[src/gbnms_ram.sv]
module gbnms_ram #(
   parameter int WIDTH = 8,
   parameter int DEPTH = 64
) (
   input  logic                     clock,
   input  logic                     wr_en,
   input  logic [$clog2(DEPTH)-1:0] wr_addr,
   input  logic [WIDTH-1:0]         wr_data,
   input  logic                     rd_en,
   input  logic [$clog2(DEPTH)-1:0] rd_addr,
   output logic [WIDTH-1:0]         rd_data
);

   logic [WIDTH-1:0] mem_ff [DEPTH];
   logic [WIDTH-1:0] rd_data_ff;

   // write port, registered read port that holds when idle
   always_ff @(posedge clock) begin
      if (wr_en) begin
         mem_ff[wr_addr] <= wr_data;
      end
      if (rd_en) begin
         rd_data_ff <= mem_ff[rd_addr];
      end
   end

   assign rd_data = rd_data_ff;

endmodule

[config.mk]
export PLATFORM = sky130hd
export DESIGN_NAME = gbnms_ram
export DESIGN_NICKNAME = d
export VERILOG_FILES = /design/src/gbnms_ram.sv
export SDC_FILE = /design/constraint.sdc
export NUM_CORES = 1
export LEC_CHECK = 0
export ABC_AREA = 1
export BUFFER_PORTS_ARGS = -buffer_cell sky130_fd_sc_hd__buf_2
export CAP_MARGIN = 20
export CELL_PAD_IN_SITES_DETAIL_PLACEMENT = 0
export CELL_PAD_IN_SITES_GLOBAL_PLACEMENT = 1
export CORE_MARGIN = 2
export CORE_UTILIZATION = 51
export CTS_CLUSTER_DIAMETER = 150
export DETAILED_ROUTE_END_ITERATION = 16
export MAX_ROUTING_LAYER = met4
export PLACE_DENSITY_LB_ADDON = 0.1
export SETUP_SLACK_MARGIN = 0.5
export SLEW_MARGIN = 5
export SYNTH_ARGS = -nofsm -noshare
export SYNTH_HDL_FRONTEND = slang
export SYNTH_SLANG_ARGS = --single-unit
[constraint.sdc]
create_clock -name clock -period 3.08 [get_ports clock]
set_input_delay 0.616 -clock clock [delete_from_list [all_inputs] [get_ports clock]]
set_output_delay 0.616 -clock clock [all_outputs]
set_load 0.005 [all_outputs]
==> results_dict.tcl <==
set metrics [dict create \
    synthTopCellsByCount "nand2_1, edfxtp_1, nand3_1, nor2_1, buf_2" \
    path_buf_inv 3 \
    synth-edff-count 520 \
    grt_pass1_wl_mm 82.5 \
    peakVddDrop_v 0.000492 \
    grt_pass1_vias 13100 \
    fmax_mhz 516 \
    layout-drive-gt1-share_pct 10.9 \
    place_area_sq_mm 0.0224 \
    cts_tree "done" \
    die-width_um 209 \
    synthArstFlopShare_pct 0 \
    tightest_slew_ns 0.944 \
    p_leak_nw 8.82 \
    viasPerCell 5.54 \
    synthTopCellsByArea "edfxtp_1, nand2_1, nand3_1, buf_6, nor2_1" \
    p_seq_share_pct 52.3 \
    slowest_stage "inv_8" \
    fin_crit_sh_pct 63.0 \
    cell_internal_pwr_mw 11.7 \
    fin_crit_ns 1.94 \
    drv_cap 0 \
    synth_area_leader_cell "edfxtp_1" \
    nFillCells 3442 \
    portBuffers 30 \
    switching_power_mw 3.32 \
    drtIter0Drc 1322 \
    status "finished clean" \
    initial_core_util_pct 51.4 \
    gp_congestion 0.875 \
    clkTransAtPathRegs_ns 0.07 \
    cts_buffers 52 \
    cts_num_sinks 520 \
    final_util_pct 57.9 \
    die_area_sq_mm 0.0437 \
    p_clk_share_pct 41.4 \
    hold_slack_ns 0.391 \
    pwr-share-comb_pct 6.3 \
    synth.most_common_cell "nand2_1" \
    fin_total_pwr_mw 15.1 \
    yosysSeqAreaShare_pct 72.9 \
    synth_fp_nets 1828 \
    p_per_area_mw_per_mm2 624 \
    die_h_um 209 \
    crit_required_ns 3.56 \
    fin_nets 1905 \
    setup_ws_ns 1.14 \
    hold_viol 0 \
    critical_path_class "in2reg" \
    synthDistinctLibCells 15 \
    cts_resized 0 \
    dpl.cell_count 2367 \
    swShare_pct 22.1 \
    setup_viol 0 \
    path_delay_family "simple AND/OR/NAND/NOR gates" \
    grt.overflow.total 0 \
    synthFlopType "edfxtp_1" \
    grt_max_degree 104 \
    slew_violations 0 \
    cp.arrival_ns 2.42 \
    crit_chain "clkbuf_8, inv_8, buf_12, nand2_1, nand3_1, nand3_1, nand2_1, nand2_1, nand3_1, nand3_1, nand2_1" \
    area_delta_synth_final_pct 12.6 \
    postLayoutCellArea_sq_mm 0.0241 \
    dp_hpwl_mm 32.5 \
    cp-end-kind "flop" \
    fin_cells 2466 \
    synth_area_sq_mm 0.0214 \
    tns_ns 0 \
    drtPass1Iterations 5 \
    critical_path.max_stage_delay_ns 0.34 \
    wire_per_inst_um 22.1 \
    grtUsageTotal_pct 26.2 \
    coreArea_sq_mm 0.0417 \
    grt_antenna_before_repair 3 \
    synth_top_area_share_pct 72.9 \
    final_antenna_net_count 0 \
    clkLatencyLatePin_ns 0.61 \
    hp-class "in2reg" \
    crit_fanout 60 \
    rsz0062_at_grt "false" \
    place_ws_ns 0.534 \
    cts_root_buf "clkbuf_16" \
    cts.path.max_buffers 3 \
    synth_seq_cells 520 \
    start_kind "input pin" \
    cts_hold_buf 0 \
    skew_ns 0.0202 \
    route.detailed.drc 0 \
    slew_headroom_pct 37.0 \
    h-tree-depth 2 \
    postSynthCellCount 1805 \
    rows 75 \
    routed_wl_mm 54.5 \
    postCtsSetupBuffers 0 \
    ios 31 \
    yosysWarnings 0 \
    via_count 13700 \
    syn_area_per_cell_sq_um 11.9 \
]
cell families (layout without fill, tap and decap cells):
| group | after synthesis | after routing | share of synthesized area [%] |
|---|---|---|---|
| AND/OR/NAND/NOR | 1160 | 1160 | 23.1 |
| other | 0 | 4 | 0 |
| flip-flops | 520 | 520 | 72.9 |
| buffers and inverters | 125 | 243 | 4.01 |
metal layers:
metal	up-vias	part of all wire [%]	track usage (%)
met5	-	0	-
met4	0	1.9	6.06
met3	59	5.8	3.88
met2	399	48	40.4
met1	6689	45	37.3
li1	6515	-	-
flip-flops by register name (all words and copies together) (netlist names):
name and flops:
rd_data 8, mem_ff 512
final timing paths:
path / start / end / slack (ns) / cells past startpoint
worst max-delay path: rd_addr[0] / rd_data[4] / 1.14 / 11
worst min-delay path: rd_en / rd_data[2] / 0.39 / 1
worst max register to register: mem_ff[39][1] / rd_data[1] / 1.59 / 8
worst min register to register: mem_ff[12][0] / rd_data[0] / 0.90 / 8
final cells by class:
| type | instances | area (sq um) | share of cell area [%] |
|---|---|---|---|
| flip-flops and latches | 520 | 15600 | 64.7 |
| multi-input cells | 1160 | 4950 | 20.5 |
| clock buffers | 63 | 1360 | 5.65 |
| repair buffers | 136 | 1160 | 4.80 |
| well taps | 539 | 674 | 2.80 |
| clock inverters | 32 | 299 | 1.24 |
| inverters | 12 | 55.1 | 0.228 |
| diodes | 4 | 10.0 | 0.0415 |
power by group through the flow:
stage	combinational, mW	sequential [mW]	clock [mW]
3_3_place_gp	0.949	8.02	0
3_5_place_dp	0.955	8.02	0
2_1_floorplan	0.551	8.01	0
4_1_cts	0.957	7.87	6.34
6_report	0.946	7.87	6.24
5_1_grt	1.04	7.87	6.62
cell usage in the layout (no fill, tap or decap):
cell,netlist,routed
bufinv_16,0,6
nand4_1,9,9
nor2_1,56,56
clkinv_1,0,15
clkbuf_16,0,53
diode_2,0,4
nand3_1,439,439
buf_2,37,28
buf_4,14,91
inv_2,1,1
inv_6,1,2
inv_4,0,1
clkinv_2,0,9
nand2_1,648,648
clkbuf_8,0,1
inv_8,0,1
clkbuf_1,15,10
buf_12,0,16
nor4_1,8,8
edfxtp_1,520,520
inv_1,10,9
No activity file was read; power rests on OpenSTA's default activity.
