--- src/gbnms_pkg.sv ---
package gbnms_pkg;

   localparam int MAX_BOXES = 64;
   localparam int IDX_W     = 6;
   localparam int CNT_W     = 7;
   localparam int COORD_W   = 24;
   localparam int SIZE_W    = 16;
   localparam int SCORE_W   = 16;

   localparam logic [15:0] SCORE_THR_RESET = 16'd26214;
   localparam logic [15:0] IOU_THR_RESET   = 16'd19661;

   // configuration register indexes
   localparam logic CSR_SCORE_THR = 1'b0;
   localparam logic CSR_IOU_THR   = 1'b1;

   typedef struct packed {
      logic signed [COORD_W-1:0] left;
      logic signed [COORD_W-1:0] top;
      logic [SIZE_W-1:0]         w;
      logic [SIZE_W-1:0]         h;
   } box_type;

   // one sorted-list entry: score copy, load position, suppressed flag
   typedef struct packed {
      logic [SCORE_W-1:0] score;
      logic [IDX_W-1:0]   idx;
      logic               supp;
   } order_type;

   typedef struct packed {
      logic done;
      logic over;
   } iou_res_type;

endpackage

--- src/gbnms_iou.sv ---
module gbnms_iou import gbnms_pkg::*; (
   input  logic          clock,
   input  logic          reset,
   input  logic          start,
   input  box_type       box_a,
   input  box_type       box_b,
   input  logic [15:0]   iou_thr,
   output iou_res_type   res
);

   logic [3:0]         vld_ff;
   logic               done_ff;
   logic               over_ff;

   logic signed [24:0] la, lb, ra, rb, ta, tb, ba, bb;
   logic signed [24:0] x1, x2, y1, y2;
   logic signed [25:0] iw_in, ih_in;
   logic signed [25:0] iw_ff, ih_ff;
   logic [15:0]        wa_ff, ha_ff, wb_ff, hb_ff;
   logic               pos1_ff, pos2_ff, pos3_ff;
   logic [31:0]        inter_ff, area_a_ff, area_b_ff;
   logic [32:0]        uni_ff;
   logic [47:0]        lhs2_ff, lhs3_ff;
   logic [48:0]        prod_ff;

   // edges and overlap extents
   always_comb begin
      la = $signed({box_a.left[COORD_W-1], box_a.left});
      lb = $signed({box_b.left[COORD_W-1], box_b.left});
      ta = $signed({box_a.top[COORD_W-1], box_a.top});
      tb = $signed({box_b.top[COORD_W-1], box_b.top});
      ra = la + $signed({9'b0, box_a.w});
      rb = lb + $signed({9'b0, box_b.w});
      ba = ta + $signed({9'b0, box_a.h});
      bb = tb + $signed({9'b0, box_b.h});
      x1 = (la > lb) ? la : lb;
      y1 = (ta > tb) ? ta : tb;
      x2 = (ra < rb) ? ra : rb;
      y2 = (ba < bb) ? ba : bb;
      iw_in = $signed({x2[24], x2}) - $signed({x1[24], x1});
      ih_in = $signed({y2[24], y2}) - $signed({y1[24], y1});
   end

   // advance the stage valids
   always_ff @(posedge clock) begin
      if (reset) begin
         vld_ff  <= '0;
         done_ff <= 1'b0;
      end else begin
         vld_ff  <= {vld_ff[2:0], start};
         done_ff <= vld_ff[3];
      end
   end

   // datapath stages: extents, products, union, scaled union, compare
   always_ff @(posedge clock) begin
      iw_ff     <= iw_in;
      ih_ff     <= ih_in;
      wa_ff     <= box_a.w;
      ha_ff     <= box_a.h;
      wb_ff     <= box_b.w;
      hb_ff     <= box_b.h;
      pos1_ff   <= (iw_ff > 26'sd0) && (ih_ff > 26'sd0);
      inter_ff  <= iw_ff[15:0] * ih_ff[15:0];
      area_a_ff <= wa_ff * ha_ff;
      area_b_ff <= wb_ff * hb_ff;
      pos2_ff   <= pos1_ff;
      uni_ff    <= {1'b0, area_a_ff} + {1'b0, area_b_ff} - {1'b0, inter_ff};
      lhs2_ff   <= {inter_ff, 16'b0};
      pos3_ff   <= pos2_ff;
      lhs3_ff   <= lhs2_ff;
      prod_ff   <= iou_thr * uni_ff;
      over_ff   <= pos3_ff && ({1'b0, lhs3_ff} > prod_ff);
   end

   assign res.done = done_ff;
   assign res.over = over_ff;

endmodule

--- config.mk ---
export PLATFORM = sky130hd
export DESIGN_NAME = gbnms_iou
export DESIGN_NICKNAME = d
export VERILOG_FILES = /design/src/gbnms_pkg.sv /design/src/gbnms_iou.sv
export SDC_FILE = /design/constraint.sdc
export NUM_CORES = 2
export LEC_CHECK = 0
export BUFFER_PORTS_ARGS = -buffer_cell sky130_fd_sc_hd__buf_2
export CAP_MARGIN = 30
export CORE_MARGIN = 2
export CORE_UTILIZATION = 60
export CTS_CLUSTER_DIAMETER = 200
export DETAILED_ROUTE_END_ITERATION = 8
export GPL_TIMING_DRIVEN = 0
export MAX_ROUTING_LAYER = met4
export PLACE_DENSITY = 0.74
export SETUP_SLACK_MARGIN = 0.15
export SLEW_MARGIN = 25
export SYNTH_ARGS = -nofsm -noshare
export SYNTH_HDL_FRONTEND = slang
export SYNTH_SLANG_ARGS = --single-unit
--- constraint.sdc ---
create_clock -name clock -period 9.9 [get_ports clock]
set_input_delay 2.475 -clock clock [delete_from_list [all_inputs] [get_ports clock]]
set_output_delay 2.475 -clock clock [all_outputs]
set_load 0.05 [all_outputs]
==> flow_summary.toml <==
[worst_setup_path]
crit_fanout = 10
r2r_slack_ns = 1.60
crit_path_start_kind = "primary input"
endpoint_kind = "register"
required_ns = 10.39
rr_startpoint = "uni_ff[13]"
r2r-end = "prod_ff[48]"
reg2reg_depth = 22
arrival_ns = 10.22
crit_type = "in -> reg"

[final_layout]
post_route_cells_drive_above_1_share = 0.0466
fin_cells = 8757
finish.instance_area_um2 = 66600
syn2layout_area_growth_pct = 6.72
layout.nets = 9278

[place]
dp_hpwl_um = 152000
dp.cells = 8667
dpl_worst_slack_ns = -1.19
place_area_um2 = 65100
place.gp.congestion = 1.01
portBuffers = 180

[sta]
fin_crit_ns = 9.74
fin_ws_ns = 0.164
hold_viol_final = 0
fmax_mhz = 103
setup_viol = 0
rsz0062_at_grt = "no"
tightest_slew_ns = 1.15
fin_tns_setup_ns = 0
finalMaxSlewViolations = 0
maxSlewHeadroom = 0.233
finalClockSkew_ns = 0.0288
fin_crit_sh = 0.983

[logic_synthesis]
synth-simple-area-share = 0.154
yosys.area.top_type = "fa_1"
synthCells = 7107
syn-num-nets = 9046
yosysWarnings = 0
netlist.area_leader.share = 0.337
synth_most_common_cell = "inv_1"
ys_seq_area_frac = 0.118
yosysUniqueCellTypes = 87
async_reset_ff_frac = 0
ys_ff_latch = 367
avgSynthCellArea_um2 = 8.78
synth-compound-area-share = 0.0962
synth_common_cells = "inv_1, fa_1, nand2_1"
synthAdderAreaFrac = 0.479
synth_top_family_by_area = "adder cells"
synth_top_flop_cell = "dfxtp_1"
synthTopCellsByArea = "fa_1, ha_1, dfxtp_1"
synth.cell_area_um2 = 62400
synth-xor-area-share = 0.0361
synth_edf_count = 0
synth_mux_area_frac = 0.0137

[clock_tree]
root_buffer = "clkbuf_16"
cts_made_buffers = 39
h-tree-depth = 2
hold_buffers = 0
clkLatencyLatePin_ns = 0.59
cts_tree = "yes"
clkSlewWorstSetupHoldPaths_ns = 0.06
clockBufferDepth = 3
clock-sinks = 367

[global_routing]
grtUsageTotal = 0.350
grt_pass1_vias = 51329
antenna_found_initial = 12
grt_max_degree = 17
overflow = 0
grt_pass1_wl_um = 282000

[min_path]
hold_depth = 0
min_from = "lhs2_ff[18]"
hold_end = "lhs3_ff[18]"
min_path_type = "reg -> reg"

[drt]
drt-total-wl_um = 177000
avgRoutedWirePerCell_um = 20.2
vias = 49531
first_pass_iters = 5
post-route-drc-count = 0
drtIter0Drc = 3186
vias_per_cell = 5.66
drtAntennaViolNets = 0

[outcome]
run_status = "completed"

[die]
design.die.area_um2 = 107000
fp.dieH_um = 327
initial_core_util = 0.604
std_cell_rows = 118
core_area_um2 = 103000
die_w_um = 327
io_pins = 181

[flow_run]
drv_cap = 0
==> stage by stage <==
step | hold slack [ns] | utilization
after floorplan | 0.310 | -
after global placement | 0.311 | 0.629
after detailed placement | 0.312 | 0.630
after CTS | 0.327 | 0.643
after global routing | 0.331 | 0.645
final | 0.326 | 0.645
==> cell families after synthesis <==
logic type / count (synthesis)
xor+xnor: 257
fa+ha+maj: 1760
compound gates: 908
flops: 367
simple gates: 2026
buf+inv: 1706
mux: 83
==> routing by layer <==
| metal | global-route usage | vias to the layer above | part of all wire |
|---|---|---|---|
| met4 | 0.172 | 0 | 0.060 |
| li1 | - | 22670 | - |
| met2 | 0.573 | 2141 | 0.47 |
| met3 | 0.0627 | 521 | 0.082 |
| met5 | - | - | 0 |
| met1 | 0.419 | 24199 | 0.39 |
==> placed cells by master, fill, tap and decap left out, drive strengths merged, types with 30 or more instances in the layout <==
cell type / count
a21o: 139
a21oi: 254
a31oi: 33
and2: 451
and3: 33
buf: 202
clkbuf: 269
dfxtp: 367
fa: 1052
ha: 708
inv: 1478
mux2i: 65
nand2: 1012
nand2b: 30
nand3: 83
nand4: 37
nor2: 173
nor2b: 50
nor3: 64
o21a: 64
o21ai: 169
o21bai: 32
xnor2: 175
xor2: 82
==> what timing repair did <==
action	4_1_cts	5_1_grt
buffers inserted	0	11
gates resized for setup	10	15
endpoints found under the setup margin	24	18
pin swaps	1	5
==> registers in the layout (all words and copies together), names as in the netlist, 4 cells and up <==
| name | count |
|---|---|
| uni_ff | 33 |
| wb_ff | 16 |
| wa_ff | 16 |
| iw_ff | 26 |
| prod_ff | 49 |
| ih_ff | 26 |
| hb_ff | 16 |
| ha_ff | 16 |
| lhs2_ff | 32 |
| vld_ff | 4 |
| area_b_ff | 32 |
| inter_ff | 32 |
| lhs3_ff | 32 |
| area_a_ff | 32 |
==> worst max-delay path, stage by stage <==
cell       delay [ns]
buf_2            0.27
clkbuf_1         0.55
nand2_1          0.14
fa_1             0.50
inv_1            0.06
fa_1             0.52
inv_1            0.05
fa_1             0.53
inv_1            0.07
fa_1             0.54
inv_1            0.09
fa_1             0.49
inv_1            0.05
fa_1             0.44
ha_1             0.41
and3_1           0.24
nand2_1          0.09
a2111oi_1        1.01
o21ai_0          0.50
a31oi_1          0.50
a31oi_1          0.25
a31o_2           0.26
xnor2_1          0.18
==> worst max-delay path by stage <==
stage                          start          end  slack (ns)  depth (start not counted)
after CTS                  box_b[56]    iw_ff[24]        0.17                         31
after global placement      box_b[0]    ih_ff[24]       -1.07                         32
after detailed placement    box_b[0]    ih_ff[24]       -1.19                         32
final                     iou_thr[3]  prod_ff[48]        0.16                         23
after global routing        box_a[7]    ih_ff[24]        0.08                         31
after floorplan            box_b[16]    iw_ff[25]        0.95                         31
==> layout make-up <==
cell class	instances	area, um^2
fill	8852	36700
clock buffer	46	1050
sequential	367	7350
buffer	234	915
timing repair buffer	191	983
tap	1380	1730
multi-input combinational	5034	48700
clock inverter	24	295
antenna	9	22.5
inverter	1472	5530
Power is not shown: default switching activity piles up to over one toggle a cycle in this logic, so the estimate is an artifact.
